$ cat src/rtl/qrs_pkg.sv
// Shared types and constants for the quadratic root solver.
// No dependencies; imported by the top level and the divider cell.
package qrs_pkg;

    // Result field widths and the packed result bus.
    localparam int ROOT_BITS   = 36;
    localparam int OUT_TDATA_W = 80;

    localparam logic [63:0] ROOT_MAX_U = 64'd34359738367;
    localparam logic signed [ROOT_BITS-1:0] ROOT_MAX = 36'sh7_FFFF_FFFF;
    localparam logic signed [ROOT_BITS-1:0] ROOT_MIN = 36'sh8_0000_0000;

    // Root count codes.
    typedef enum logic [1:0] {
        CNT_NONE     = 2'd0,
        CNT_ONE      = 2'd1,
        CNT_TWO      = 2'd2,
        CNT_INFINITE = 2'd3
    } qrs_count_t;

    // Sideband that travels with a request through the divider row.
    typedef struct packed {
        qrs_count_t count;
        logic       neg1;
        logic       neg2;
    } qrs_side_t;

endpackage

$ cat src/rtl/qrs_div_cell.sv
// One restoring division cell, two lanes sharing a divisor: one quotient bit per lane.
// Uses qrs_pkg for the sideband type.
module qrs_div_cell #(
    parameter int NW  = 34,
    parameter int DDW = 17
) (
    input  logic                aclk,
    input  logic                aresetn,
    input  logic                en,
    input  logic                vld_in,
    input  logic [NW-1:0]       n1_in,
    input  logic [NW-1:0]       n2_in,
    input  logic [DDW-1:0]      r1_in,
    input  logic [DDW-1:0]      r2_in,
    input  logic [DDW-1:0]      d_in,
    input  qrs_pkg::qrs_side_t  side_in,
    output logic                vld_out,
    output logic [NW-1:0]       n1_out,
    output logic [NW-1:0]       n2_out,
    output logic [DDW-1:0]      r1_out,
    output logic [DDW-1:0]      r2_out,
    output logic [DDW-1:0]      d_out,
    output qrs_pkg::qrs_side_t  side_out
);
    import qrs_pkg::*;

    logic [DDW:0] sh1, sh2, dx;
    logic         ge1, ge2;
    logic         vld_reg;
    logic [NW-1:0]  n1_reg, n2_reg;
    logic [DDW-1:0] r1_reg, r2_reg, d_reg;
    qrs_side_t      side_reg;

    always_comb begin
        sh1 = {r1_in, n1_in[NW-1]};
        sh2 = {r2_in, n2_in[NW-1]};
        dx  = {1'b0, d_in};
        ge1 = (sh1 >= dx);
        ge2 = (sh2 >= dx);
    end

    always_ff @(posedge aclk) begin
        if (!aresetn) begin
            vld_reg <= 1'b0;
        end else if (en) begin
            vld_reg <= vld_in;
        end
    end

    always_ff @(posedge aclk) begin
        if (en) begin
            r1_reg   <= DDW'(ge1 ? (sh1 - dx) : sh1);
            r2_reg   <= DDW'(ge2 ? (sh2 - dx) : sh2);
            n1_reg   <= {n1_in[NW-2:0], ge1};
            n2_reg   <= {n2_in[NW-2:0], ge2};
            d_reg    <= d_in;
            side_reg <= side_in;
        end
    end

    assign vld_out  = vld_reg;
    assign n1_out   = n1_reg;
    assign n2_out   = n2_reg;
    assign r1_out   = r1_reg;
    assign r2_out   = r2_reg;
    assign d_out    = d_reg;
    assign side_out = side_reg;
endmodule
$ cat config.mk
export PLATFORM = sky130hd
export DESIGN_NAME = qrs_div_cell
export DESIGN_NICKNAME = d
export VERILOG_FILES = /design/src/rtl/qrs_pkg.sv /design/src/rtl/qrs_div_cell.sv
export SDC_FILE = /design/constraint.sdc
export NUM_CORES = 1
export LEC_CHECK = 0
export ABC_AREA = 1
export BUFFER_PORTS_ARGS = -buffer_cell sky130_fd_sc_hd__buf_2
export CAP_MARGIN = 5
export CORE_MARGIN = 2
export CORE_UTILIZATION = 46
export CTS_BUF_LIST = sky130_fd_sc_hd__clkbuf_2 sky130_fd_sc_hd__clkbuf_4 sky130_fd_sc_hd__clkbuf_8
export DETAILED_ROUTE_END_ITERATION = 8
export GPL_ROUTABILITY_DRIVEN = 0
export PLACE_DENSITY = 0.79
export SETUP_SLACK_MARGIN = 0.3
export SLEW_MARGIN = 20
export SYNTH_ARGS = -nofsm -noshare
export SYNTH_HDL_FRONTEND = slang
export SYNTH_SLANG_ARGS = --single-unit
$ cat constraint.sdc
create_clock -name aclk -period 1.87 [get_ports aclk]
set_input_delay 0.0935 -clock aclk [delete_from_list [all_inputs] [get_ports aclk]]
set_output_delay 0.0935 -clock aclk [all_outputs]
set_load 0.02 [all_outputs]
==> impl_metrics.ini <==
[setup_path]
cpPeakStageDelay_ns = 0.30
worst_setup_path_end_kind = flip-flop
cp.arrival_ns = 1.63
crit_path_frequent_cell = nand2_1
criticalPathCategory = in -> reg
cp_max_fo = 18
required_ns = 2.06
path_cells = buf_2, inv_1, ha_1, nand2_2, nor2_1, inv_1, nor2_2, nand2_1, nand2_1, nor2_4, nand2_8, nand2_1, nand2_1
r2r_slack_ns = 0.60
crit_slowest_cell = ha_1
worst_setup_path_start_kind = input pin

[finish]
multi_input_area_um2 = 2550
layout_commonest_cell = nand2_1
n_antenna_cell = 0
finalNonFillerCells = 1312
seq_area_um2 = 3710
fillers = 964
final_cell_mix = nand2_1, buf_2, edfxtp_1, inv_1, dlygate4sd3_1
layout-drive-gt1-share_pct = 32.1
fin_nets = 1282
syn2layout_area_growth_pct = 55.4

[timing]
final.setup.tns_ns = 0
fin_crit_ns = 1.44
max_freq_ghz = 0.694
rsz0062_at_grt = false
finClkSkew_ns = 0
tightest_slew_ns = 0.471
setup_viol = 0
drv_slew = 0
setup_ws_ns = 0.428
finalCritPeriodShare_pct = 77.1
slew_headroom_pct = 68.6
hold_viol_final = 0

[clocking]
cts_buffers = 17
postCtsSetupRepairBufs = 0
cts.clk_slew.worst_paths_ns = 0.07
ctsRootBufferMaster = clkbuf_8
cts_tree = built
cts_max_path_buffers = 2
clk_latency_ns = 0.45
cts_sinks = 124
htreeDepth = 4

[logic_synthesis]
yosysWarnings = 0
yosys_most_used_dff = edfxtp_1
synthesis.area_um2 = 6550
synth_cell_types = 31
synth_top_family_by_area = simple AND/OR/NAND/NOR gates
synth-seq-area-share_pct = 56.7
synth_xor_area_share_pct = 1.87
synth.area.mux_share_pct = 0
netlist_instances = 703
synth-compound-area-share_pct = 1.93
avgSynthCellArea_um2 = 9.31
synth_fp_nets = 866
yosys.area_share.simple_pct = 24.6
synth_edf_count = 123
ys_ff_latch = 124
synth_fa_ha_area_share_pct = 7.11
synthArstFlopShare_pct = 0

[route]
final_antenna_net_count = 0
vias_per_cell = 4.88
route.detailed.drc = 0
drt_iter0_drc = 483
routed_wl_um = 21700
num_vias = 6401
wire_per_inst_um = 16.6
dr.pass1.iters = 5

[power]
power_frac_comb_pct = 25.4
internal_power_w = 0.00590
p_leak_nw = 5.10
switching_share_pct = 30.1
p_seq_share_pct = 41.0
clockPowerShare_pct = 33.5
powerDensity_nw_per_um2 = 830
vdd_drop_max_mv = 0.439
switchingPower_w = 0.00254

[floorplanning]
die_w_um = 123
coreArea_um2 = 13900
start_util_pct = 47.2
io_pins = 251
die_h_um = 123
rows = 43
dieArea_um2 = 15200

[job]
max-cap-violations = 0

[place]
dpl_worst_slack_ns = -0.0488
post-place-cells = 1167
io_buffers = 250
dp_hpwl_um = 15000

[grt]
antenna_found_initial = 0
overflow = 0
grt_usage_pct = 28.7
grt_pass1_vias = 6301
grt_max_degree = 37
grt_pass1_wl_um = 32100

[worst_hold_path]
min_path_type = in -> reg

[run_status]
status = finished clean
registers in the layout, summed over array words and instances, names as in the netlist:
signal	cells
n1_out	34
n2_out	34
d_out	17
r1_out	17
r2_out	17
side_out	4
vld_out	1
power groups by stage:
stage | clock network (W) | logic (W) | registers (W)
after CTS | 0.00284 | 0.00211 | 0.00346
final | 0.00283 | 0.00215 | 0.00347
after floorplan | 0 | 0.000777 | 0.00388
after global routing | 0.00297 | 0.00234 | 0.00349
after global placement | 0 | 0.00188 | 0.00350
after detailed placement | 0 | 0.00191 | 0.00351
cell families after synthesis:
family                     Yosys count
and+or+nand+nor                    377
adders and majority gates           36
buffers and inverters              128
DFF                                124
xor gates and xnor gates            14
AOI/OAI and AO/OA                   24
final timing paths:
kind         startpoint         to  cells past startpoint
min            r2_in[2]  r2_out[3]                      3
max            d_in[15]  r1_out[1]                     13
max reg2reg     vld_out    vld_out                      3
min reg2reg     vld_out    vld_out                      3
worst max-delay path, delay by kind of cell:
| kind | cells | cell delay [ns] |
|---|---|---|
| buf+inv | 3 | 0.31 |
| simple gates | 9 | 0.91 |
| fa+ha+maj | 1 | 0.30 |
final cells by class:
| class | instances | area share [%] |
|---|---|---|
| inverters | 121 | 4.63 |
| flip-flops and latches | 124 | 36.5 |
| clock buffers | 19 | 2.51 |
| clock inverters | 13 | 2.12 |
| well taps | 180 | 2.21 |
| multi-input cells | 451 | 25.0 |
| repair buffers | 404 | 27.0 |
synthesized netlist by cell type, types with 2 or more instances:
master    instances  area share (%)
nand2_1         264              15
nor2_1           23             1.3
inv_1           121             6.9
fa_1              2            0.61
nand3_1          60             4.6
nand4_1           5            0.48
nand2_2           6            0.57
a21oi_1          20             1.5
nor3_1            4            0.31
nand2_4           3            0.52
buf_6             2            0.34
edfxtp_1        123              56
and2_1            2            0.19
buf_4             2            0.23
xor2_1           13             1.7
ha_1             34             6.5
nor2_2            3            0.29
buf_2             3            0.23
metal layers:
layer	vias up	share of wire [%]	global-route usage (%)
li1	3105	-	-
met1	2924	39	33.2
met2	315	50	50.1
met3	57	8.1	7.56
met4	0	3.2	12.2
met5	-	0	0
repair_timing:
item | 4_1_cts | 5_1_grt
resized for setup | 0 | 2
hold buffers | 113 | 0
setup endpoints to repair | 0 | 1
hold endpoints to repair | 112 | 0
metrics by stage:
step / power [W] / area, µm² / hold slack (ns) / util [%]
3_5_place_dp: 0.00543 / 8560 / 0.272 / 61.6
4_1_cts: 0.00841 / 10200 / 0.000344 / 73.2
2_1_floorplan: 0.00465 / 6780 / 0.187 / -
5_1_grt: 0.00880 / 10200 / 0.0255 / 73.3
3_3_place_gp: 0.00538 / 8560 / 0.270 / 61.6
6_report: 0.00845 / 10200 / 0.0297 / 73.3
(Power assumes the default switching activity.)
