### src/rtl/qrs_sqrt_cell.sv
// One digit cell of the square root row: one result bit per cell.
// Depends on nothing but its parameters.
module qrs_sqrt_cell #(
    parameter int RB = 33,
    parameter int SW = 50
) (
    input  logic              aclk,
    input  logic              aresetn,
    input  logic              en,
    input  logic              vld_in,
    input  logic [2*RB-1:0]   x_in,
    input  logic [RB+2:0]     rem_in,
    input  logic [RB-1:0]     root_in,
    input  logic [SW-1:0]     side_in,
    output logic              vld_out,
    output logic [2*RB-1:0]   x_out,
    output logic [RB+2:0]     rem_out,
    output logic [RB-1:0]     root_out,
    output logic [SW-1:0]     side_out
);
    logic [RB+2:0] rem_sh;
    logic [RB+2:0] trial;
    logic          ge;
    logic          vld_reg;
    logic [2*RB-1:0] x_reg;
    logic [RB+2:0]   rem_reg;
    logic [RB-1:0]   root_reg;
    logic [SW-1:0]   side_reg;

    always_comb begin
        rem_sh = {rem_in[RB:0], x_in[2*RB-1 -: 2]};
        trial  = (RB+3)'({root_in, 2'b01});
        ge     = (rem_sh >= trial);
    end

    always_ff @(posedge aclk) begin
        if (!aresetn) begin
            vld_reg <= 1'b0;
        end else if (en) begin
            vld_reg <= vld_in;
        end
    end

    always_ff @(posedge aclk) begin
        if (en) begin
            x_reg    <= x_in << 2;
            rem_reg  <= ge ? (rem_sh - trial) : rem_sh;
            root_reg <= {root_in[RB-2:0], ge};
            side_reg <= side_in;
        end
    end

    assign vld_out  = vld_reg;
    assign x_out    = x_reg;
    assign rem_out  = rem_reg;
    assign root_out = root_reg;
    assign side_out = side_reg;
endmodule

### config.mk
export PLATFORM = sky130hd
export DESIGN_NAME = qrs_sqrt_cell
export DESIGN_NICKNAME = d
export VERILOG_FILES = /design/src/rtl/qrs_sqrt_cell.sv
export SDC_FILE = /design/constraint.sdc
export NUM_CORES = 1
export LEC_CHECK = 0
export ABC_CLOCK_PERIOD_IN_PS = 3750
export CAP_MARGIN = 15
export CORE_UTILIZATION = 25
export DETAILED_ROUTE_END_ITERATION = 7
export DONT_BUFFER_PORTS = 1
export GPL_TIMING_DRIVEN = 0
export PLACE_DENSITY = 0.48
export SYNTH_ARGS = -nofsm -noshare
export SYNTH_HDL_FRONTEND = slang
export SYNTH_SLANG_ARGS = --single-unit
### constraint.sdc
create_clock -name aclk -period 3.75 [get_ports aclk]
set_clock_uncertainty 0.05 [all_clocks]
set_input_delay 0.75 -clock aclk [delete_from_list [all_inputs] [get_ports aclk]]
set_output_delay 0.75 -clock aclk [all_outputs]
set_load 0.02 [all_outputs]
==> flow_summary.ini, run 1 <==
[sta]
period_share_pct = 91.0
fmax_mhz = 293
hold_viol_final = 0
setup_viol = 0
tightestPinTransition_ps = 668
rsz0062_at_grt = no
holdWs_ps = 342
drv_slew = 0
worst_slack_ps = 336
fin_crit_ps = 3410
slew_headroom_pct = 55.0

[die]
die_area_um2 = 33500
initial_utilization_pct = 25.7
die_w_um = 183
ios = 375
coreArea_um2 = 31900
die_h_um = 183
num_rows = 65

[pwr]
vdd_drop_max_mv = 0.302
p_per_area_nw_per_um2 = 563
seqPwrFrac_pct = 54.2
p_leak_nw = 3.49
intPower_mw = 3.80
p_clk_share_pct = 35.4
power_frac_comb_pct = 10.4
switching_share_pct = 27.8
switching_power_mw = 1.46

[finish]
area_growth_pct = 14.1
n_antenna_cell = 0
mostFrequentLayoutCells = edfxtp_1 (183), inv_1 (47), ha_1 (35), a21oi_1 (30), nand2_1 (27)
layout-drive-gt1-share_pct = 16.2
final_nets = 779
final_common_cell = edfxtp_1
fin_util_pct = 29.3
fillers = 3220
postLayoutCellArea_um2 = 9350

[outcome]
outcome = complete, no violations

[placement]
preCtsSetupSlack_ps = -129
routabilityCongestion = 0.757
io_buffers = 0
dpl-instance-area_um2 = 8740
hpwl_um = 15900

[synthesis]
synth-async-reset-ratio_pct = 0
yosysUniqueCellTypes = 65
ys_warn_count = 0
avgSynthCellArea_um2 = 15.3
synth.yosys.seq_area_share_pct = 67.3
synth_area_um2 = 8190
synth_edf_count = 183
synth_ff_type = edfxtp_1
yosys_register_bits = 184
synthCells = 535

[grt]
gr-total-overflow = 0
first_global_vias = 4475
grt_usage_pct = 12.0
grt_max_degree = 185
grt_pass1_wl_um = 28700
antenna_found_initial = 4

[worst_setup_path]
rrSetupSlack_ps = 2980
r2r-end = vld_out
crit_arrival_ps = 3570
r2r_cells = 2
crit_type = primary input to flip-flop
cp_max_fo = 6
cp-end-kind = flip-flop
r2r_start = vld_out
startpoint_type = primary input
crit_required_ps = 3900

[routing]
drc_errors = 0
vias = 4449
drtIter0Drc = 243
wl_per_cell_um = 20.6
antenna_left = 0
avgViaCountPerCell = 4.44
routed_wl_um = 20700
firstDrtPassIters = 4

[clock_tree]
clkLatencyLatePin_ps = 440
clock-sinks = 184
cts_buffer_depth = 2
h-tree-depth = 4
postCtsHoldBufs = 0
post_cts_buffers = 0
root_buffer = clkbuf_16
ctsResizeCount = 0
cts_buffers = 17
cts.reportedPaths.clkPinSlew_ps = 80
cts_tree = done

[run]
cap_violations = 0

[worst_hold_path]
hp-start = root_in[31]
min_path_cells = 0
min_path_type = primary input to flip-flop
holdPathEnd = root_out[32]
[kinds of logic (layout without fill, tap and decap cells)]
| logic type | after synthesis | after routing | share of synthesized area (%) |
|---|---|---|---|
| muxes | 35 | 35 | 5.94 |
| xor gates and xnor gates | 31 | 31 | 3.31 |
| adders and majority gates | 35 | 35 | 5.34 |
| AOI/OAI and AO/OA | 99 | 99 | 8.75 |
| buffers and inverters | 59 | 91 | 3.65 |
| other | 1 | 2 | 0.0458 |
| DFF | 184 | 184 | 67.3 |
| and+or+nand+nor | 91 | 91 | 5.65 |
[flip-flops by register name, indices dropped and copies added, names as in the netlist]
| name | flops |
|---|---|
| vld_out | 1 |
| side_out | 50 |
| root_out | 33 |
| rem_out | 36 |
| x_out | 64 |
[worst max-delay path, stage by stage]
cell       delay [ps]
inv_1              20
ha_1              430
nand4_1           200
a221oi_1          540
o31ai_2           240
o21ai_0           600
nand3_1           180
o2bb2ai_1         190
xnor2_1           140
mux2_4            260
[worst max-delay path by stage]
stage	start	endpoint	slack, ps	depth (start not counted)
after floorplan	root_in[1]	rem_out[10]	260	12
after global placement	root_in[6]	rem_out[23]	-170	10
after detailed placement	root_in[6]	rem_out[35]	-130	10
after CTS	root_in[6]	rem_out[35]	320	10
after global routing	root_in[6]	rem_out[35]	100	10
final	root_in[6]	rem_out[23]	340	10
[power groups by stage]
stage	Combinational, mW	Sequential, mW	Clock, mW
floorplan	0.450	2.85	0
global placement	0.548	2.91	0
detailed placement	0.552	2.90	0
CTS	0.555	2.86	1.93
global route	0.606	2.87	1.99
finish	0.547	2.85	1.86
[area by class of cell]
cell class | instances | area (um2) | share of cell area, %
Sequential cell | 184 | 5520 | 59.0
Inverter | 48 | 188 | 2.01
Tap cell | 435 | 544 | 5.82
Clock buffer | 17 | 425 | 4.55
Buffer | 11 | 111 | 1.19
Clock inverter | 15 | 180 | 1.93
Multi-Input combinational cell | 293 | 2380 | 25.5
[synthesized netlist by cell type (2+ instances only)]
library cell  instances  area, um2
edfxtp_1            183       5500
inv_1                47        176
ha_1                 35        438
a21oi_1              30        150
nand2_1              27        101
mux2_4               26        390
o21ai_0              18       90.1
xnor2_1              18        158
nor2_1               15       56.3
xor2_1               13        114
a21o_1                9       67.6
nand3_1               9       45.0
nand4_1               7       43.8
nor3_1                7       35.0
o21a_1                6       45.0
mux2_2                5       56.3
o211ai_1              5       37.5
mux2i_1               4       40.0
o21bai_1              4       30.0
and2_1                3       18.8
and3_1                3       18.8
and3_2                3       22.5
buf_12                3       60.1
buf_4                 3       22.5
nor2b_1               3       18.8
or2_2                 3       18.8
and4_1                2       17.5
buf_2                 2       10.0
clkbuf_1              2       7.51
nor3b_1               2       15.0
nor4_1                2       12.5
o211a_4               2       35.0
o41ai_1               2       17.5
[stage by stage]
step | power [mW] | setup TNS, ps | cells
final | 5.26 | 0 | 1003
after global routing | 5.47 | 0 | 1003
after CTS | 5.34 | 0 | 1003
after detailed placement | 3.46 | -3000 | 971
after global placement | 3.45 | -3340 | 971
after floorplan | 3.30 | 0 | 536
[routing by layer]
layer | vias up | wire, um | GRT usage (%)
met1 | 2147 | 7570 | 12.1
met3 | 25 | 1950 | 5.70
met4 | 8 | 312 | 4.43
met5 | - | 55 | 0
met2 | 213 | 10800 | 21.3
li1 | 2056 | - | -
(Power assumes the default switching activity.)
==> run 2, diff against run 1 <==
--- a/config.mk
+++ b/config.mk
@@ -7,11 +7,13 @@
 export LEC_CHECK = 0
 export ABC_CLOCK_PERIOD_IN_PS = 3750
 export CAP_MARGIN = 15
+export CELL_PAD_IN_SITES_DETAIL_PLACEMENT = 0
+export CELL_PAD_IN_SITES_GLOBAL_PLACEMENT = 1
 export CORE_UTILIZATION = 25
 export DETAILED_ROUTE_END_ITERATION = 7
 export DONT_BUFFER_PORTS = 1
 export GPL_TIMING_DRIVEN = 0
-export PLACE_DENSITY = 0.48
+export PLACE_DENSITY = 0.56
 export SYNTH_ARGS = -nofsm -noshare
 export SYNTH_HDL_FRONTEND = slang
 export SYNTH_SLANG_ARGS = --single-unit
==> run 2 against run 1 <==
Effect of this change: global-route usage down 0.14 points; wire length down 0.30%; non-clock buffer count is the same; design area barely moved; critical path depth did not move; hold slack gained 18 ps; critical endpoint unchanged; largest cell class unchanged.
==> flow_summary.ini, run 2 (synthesized netlist as in run 1, its figures left out) <==
[grt]
antenna_found_initial = 4
grt_pass1_wl_um = 28900
use_met2_pct = 21.0
first_global_vias = 4548
grt_max_degree = 185
top_usage_layer = met2
gr-total-overflow = 0
met3_usage_pct = 5.08
grt_usage_pct = 11.8
grtUsageMet1_pct = 12.4

[sta]
period_share_pct = 93.1
drv_slew = 0
worst_slack_ps = 257
fmax_mhz = 286
rsz0062_at_grt = no
slew_headroom_pct = 56.1
tightestPinTransition_ps = 652
fin_crit_ps = 3490
hold_viol_final = 0
setup_viol = 0

[worst_setup_path]
cp-end-kind = flip-flop
crit_type = primary input to flip-flop
crit_required_ps = 3880
cp_max_fo = 6
crit_arrival_ps = 3620
startpoint_type = primary input

[finish]
postLayoutCellArea_um2 = 9360
largest_reg_flops = 64
final_common_cell = edfxtp_1
final_nets = 779
seq_area_um2 = 5520
fillers = 3236
multi_input_area_um2 = 2380
area_growth_pct = 14.2
n_antenna_cell = 0
final_cells = 1003
layout-drive-gt1-share_pct = 16.4
mostFrequentLayoutCells = edfxtp_1 (183), inv_1 (47), ha_1 (35), a21oi_1 (30), nand2_1 (27)

[clock_tree]
postCtsHoldBufs = 0
clock-sinks = 184
ctsResizeCount = 0
h-tree-depth = 4
cts_buffer_depth = 2
clkLatencyLatePin_ps = 430
post_cts_buffers = 0
root_buffer = clkbuf_16
cts_tree = done
cts_buffers = 17
cts.reportedPaths.clkPinSlew_ps = 80

[routing]
drc_errors = 0
wl_per_cell_um = 20.6
vias = 4422
avgViaCountPerCell = 4.41
routed_wl_um = 20600
antenna_left = 0
firstDrtPassIters = 4
drtIter0Drc = 195

[worst_hold_path]
min_path_type = primary input to flip-flop

[placement]
dpl-instance-area_um2 = 8740
preCtsSetupSlack_ps = -187
hpwl_um = 15800
dpl.cell_count = 971
routabilityCongestion = 0.713
io_buffers = 0

[pwr]
p_leak_nw = 3.49
vdd_drop_max_mv = 0.286
p_per_area_nw_per_um2 = 559

[die]
die_h_um = 183
die_area_um2 = 33500
die_w_um = 183
ios = 375
initial_utilization_pct = 25.7
coreArea_um2 = 31900
num_rows = 65

[run]
cap_violations = 0

[outcome]
outcome = complete, no violations
[run 2: report_power, final]
part / switching (mW) / leakage (nW) / internal, mW
clock network: 0.918 / 0.299 / 0.917
logic: 0.278 / 1.39 / 0.276
registers: 0.330 / 1.80 / 2.51
total: 1.53 / 3.49 / 3.71
[run 2: worst max-delay path: stages]
cell	delay, ps
inv_1	20
ha_1	430
nand4_1	210
a221oi_1	570
o31ai_2	260
o21ai_0	590
nand3_1	200
o2bb2ai_1	190
xnor2_1	140
mux2_4	260
[run 2: layer usage]
layer / vias up / wire length, um
met3: 19 / 1820
li1: 2046 / -
met5: - / 56
met4: 8 / 318
met2: 203 / 10700
met1: 2146 / 7750
[run 2: worst paths after layout]
kind,slack (ps),depth (start not counted),from,end
setup / recovery,260,10,root_in[6],rem_out[23]
hold reg to reg,600,2,vld_out,vld_out
hold / removal,360,0,root_in[30],root_out[31]
setup reg to reg,2960,2,vld_out,vld_out
[run 2: final cells by class]
cell class | count | area share (%)
sequential | 184 | 59.0
multi-input combinational | 293 | 25.5
tap | 435 | 5.82
clock buffer | 17 | 4.55
clock inverter | 15 | 2.01
inverter | 48 | 2.01
buffer | 11 | 1.19
[run 2: through the flow]
step           setup TNS (ps)  hold WS, ps  utilization [%]  power, mW
2_1_floorplan               0          539                -       3.30
3_3_place_gp            -4020          595             27.4       3.46
3_5_place_dp            -3670          590             27.4       3.45
4_1_cts                     0          329             29.3       5.32
5_1_grt                     0          328             29.3       5.44
6_report                    0          360             29.3       5.23
==> run 3, diff against run 2 <==
--- a/config.mk
+++ b/config.mk
@@ -13,7 +13,8 @@
 export DETAILED_ROUTE_END_ITERATION = 7
 export DONT_BUFFER_PORTS = 1
 export GPL_TIMING_DRIVEN = 0
-export PLACE_DENSITY = 0.56
+export PLACE_DENSITY_LB_ADDON = 0.12
+export REMOVE_ABC_BUFFERS = 1
 export SYNTH_ARGS = -nofsm -noshare
 export SYNTH_HDL_FRONTEND = slang
 export SYNTH_SLANG_ARGS = --single-unit
==> run 3 against run 2 <==
Effect of this change: worst setup slack improved by 28 ps; clock power is 8% lower; global-route usage up 0.92 points; wire length rose by 5.0%; register-to-register slack hardly changed; count of clock-buffer cells in the layout unchanged; utilization decreased by 0.58 points; first-iteration DRC count is 56% higher; via count shrank 1.2%; critical path type unchanged.
==> flow_summary.ini, run 3 (synthesized netlist as in run 1, its figures left out) <==
[pwr]
vdd_drop_max_mv = 0.302
p_leak_nw = 3.39
p_per_area_nw_per_um2 = 555

[worst_setup_path]
cpLargestDelayFamily = compound AO/OA/AOI/OAI gates
cp_num_buf_inv = 2
slowest_delay_ps = 380
crit_slowest_cell = mux2_2
crit_arrival_ps = 3610
crit_type = primary input to flip-flop
crit_chain = inv_1, ha_1, o21a_2, o311ai_2, a32oi_2, a41oi_4, o211a_4, o31a_4, o211a_4, inv_8, mux2_2
crit_required_ps = 3900
cp-end-kind = flip-flop
startpoint_type = primary input
cp_max_fo = 35
cp_common_cell = o211a_4

[finish]
final_nets = 768
final_common_cell = edfxtp_1
mostFrequentLayoutCells = edfxtp_1 (183), inv_1 (47), ha_1 (35), a21oi_1 (30), nand2_1 (27)
seq_area_um2 = 5520
area_growth_pct = 11.9
largest_reg_flops = 64
final_cells = 992
fillers = 3267
multi_input_area_um2 = 2380
layout-drive-gt1-share_pct = 14.7

[run]
cap_violations = 0

[sta]
setup_tns_ps = 0
rsz0062_at_grt = no
fmax_mhz = 289
setup_viol = 0
drv_slew = 0
fin_crit_ps = 3470
slew_headroom_pct = 59.0
hold_viol_final = 0
period_share_pct = 92.4
tightestPinTransition_ps = 611

[clock_tree]
root_buffer = clkbuf_16
h-tree-depth = 4
cts_buffer_depth = 2
cts_buffers = 17
clock-sinks = 184
cts_tree = done
post_cts_buffers = 0
cts.reportedPaths.clkPinSlew_ps = 80
clkLatencyLatePin_ps = 440
ctsResizeCount = 0
postCtsHoldBufs = 0

[die]
coreArea_um2 = 31900
die_h_um = 183
initial_utilization_pct = 25.7
ios = 375
die_w_um = 183
num_rows = 65
die_area_um2 = 33500

[placement]
routabilityCongestion = 0.738
hpwl_um = 16200
dpl.cell_count = 960
io_buffers = 0

[worst_hold_path]
min_path_type = primary input to flip-flop

[grt]
gr-total-overflow = 0
grt_max_degree = 185
grt_usage_pct = 12.8
first_global_vias = 4545
antenna_found_initial = 5
grt_pass1_wl_um = 30500

[routing]
drc_errors = 0
antenna_left = 0
vias = 4370
routed_wl_um = 21700
drtIter0Drc = 304
firstDrtPassIters = 4
avgViaCountPerCell = 4.41
wl_per_cell_um = 21.8

[outcome]
outcome = complete, no violations
-- run 3: path summary, 6_finish.rpt --
check,from,endpoint,slack [ps],cells after the start
min,x_in[12],x_out[14],340,0
max,root_in[1],rem_out[2],280,11
min reg2reg,vld_out,vld_out,580,2
max reg2reg,vld_out,vld_out,2970,2
-- run 3: per-stage QoR --
| step | hold WS [ps] | power (mW) | area [um2] | worst slack [ps] | utilization [%] |
|---|---|---|---|---|---|
| 3_3_place_gp | 576 | 3.45 | 8630 | -257 | 27.1 |
| 6_report | 344 | 5.09 | 9170 | 284 | 28.8 |
| 3_5_place_dp | 579 | 3.45 | 8630 | -240 | 27.1 |
| 4_1_cts | 309 | 5.19 | 9170 | 236 | 28.8 |
| 2_1_floorplan | 539 | 3.28 | 8090 | 205 | - |
| 5_1_grt | 305 | 5.31 | 9170 | 147 | 28.8 |
-- run 3: where the power goes --
part / leakage [nW] / switching [mW] / internal [mW] / total (mW)
Clock: 0.266 / 0.843 / 0.861 / 1.70
Combinational: 1.33 / 0.268 / 0.262 / 0.530
Sequential: 1.80 / 0.344 / 2.51 / 2.86
-- run 3: routing by layer --
metal,global-route usage [%],wire (um)
met1,12.5,7730
met2,22.2,11100
met3,7.94,2580
met4,3.80,226
met5,0,55
-- run 3: area by class of cell --
| class | count | area share [%] |
|---|---|---|
| Clock inverter | 14 | 1.20 |
| Antenna cell | 1 | 0.0273 |
| Tap cell | 435 | 5.94 |
| Clock buffer | 17 | 4.64 |
| Multi-Input combinational cell | 293 | 26.0 |
| Inverter | 48 | 2.05 |
| Sequential cell | 184 | 60.2 |
-- run 3: worst reg2reg max path: stages, from the launching register on --
cell and delay, ps:
dfxtp_1 460, mux2i_1 110, nor2b_1 110
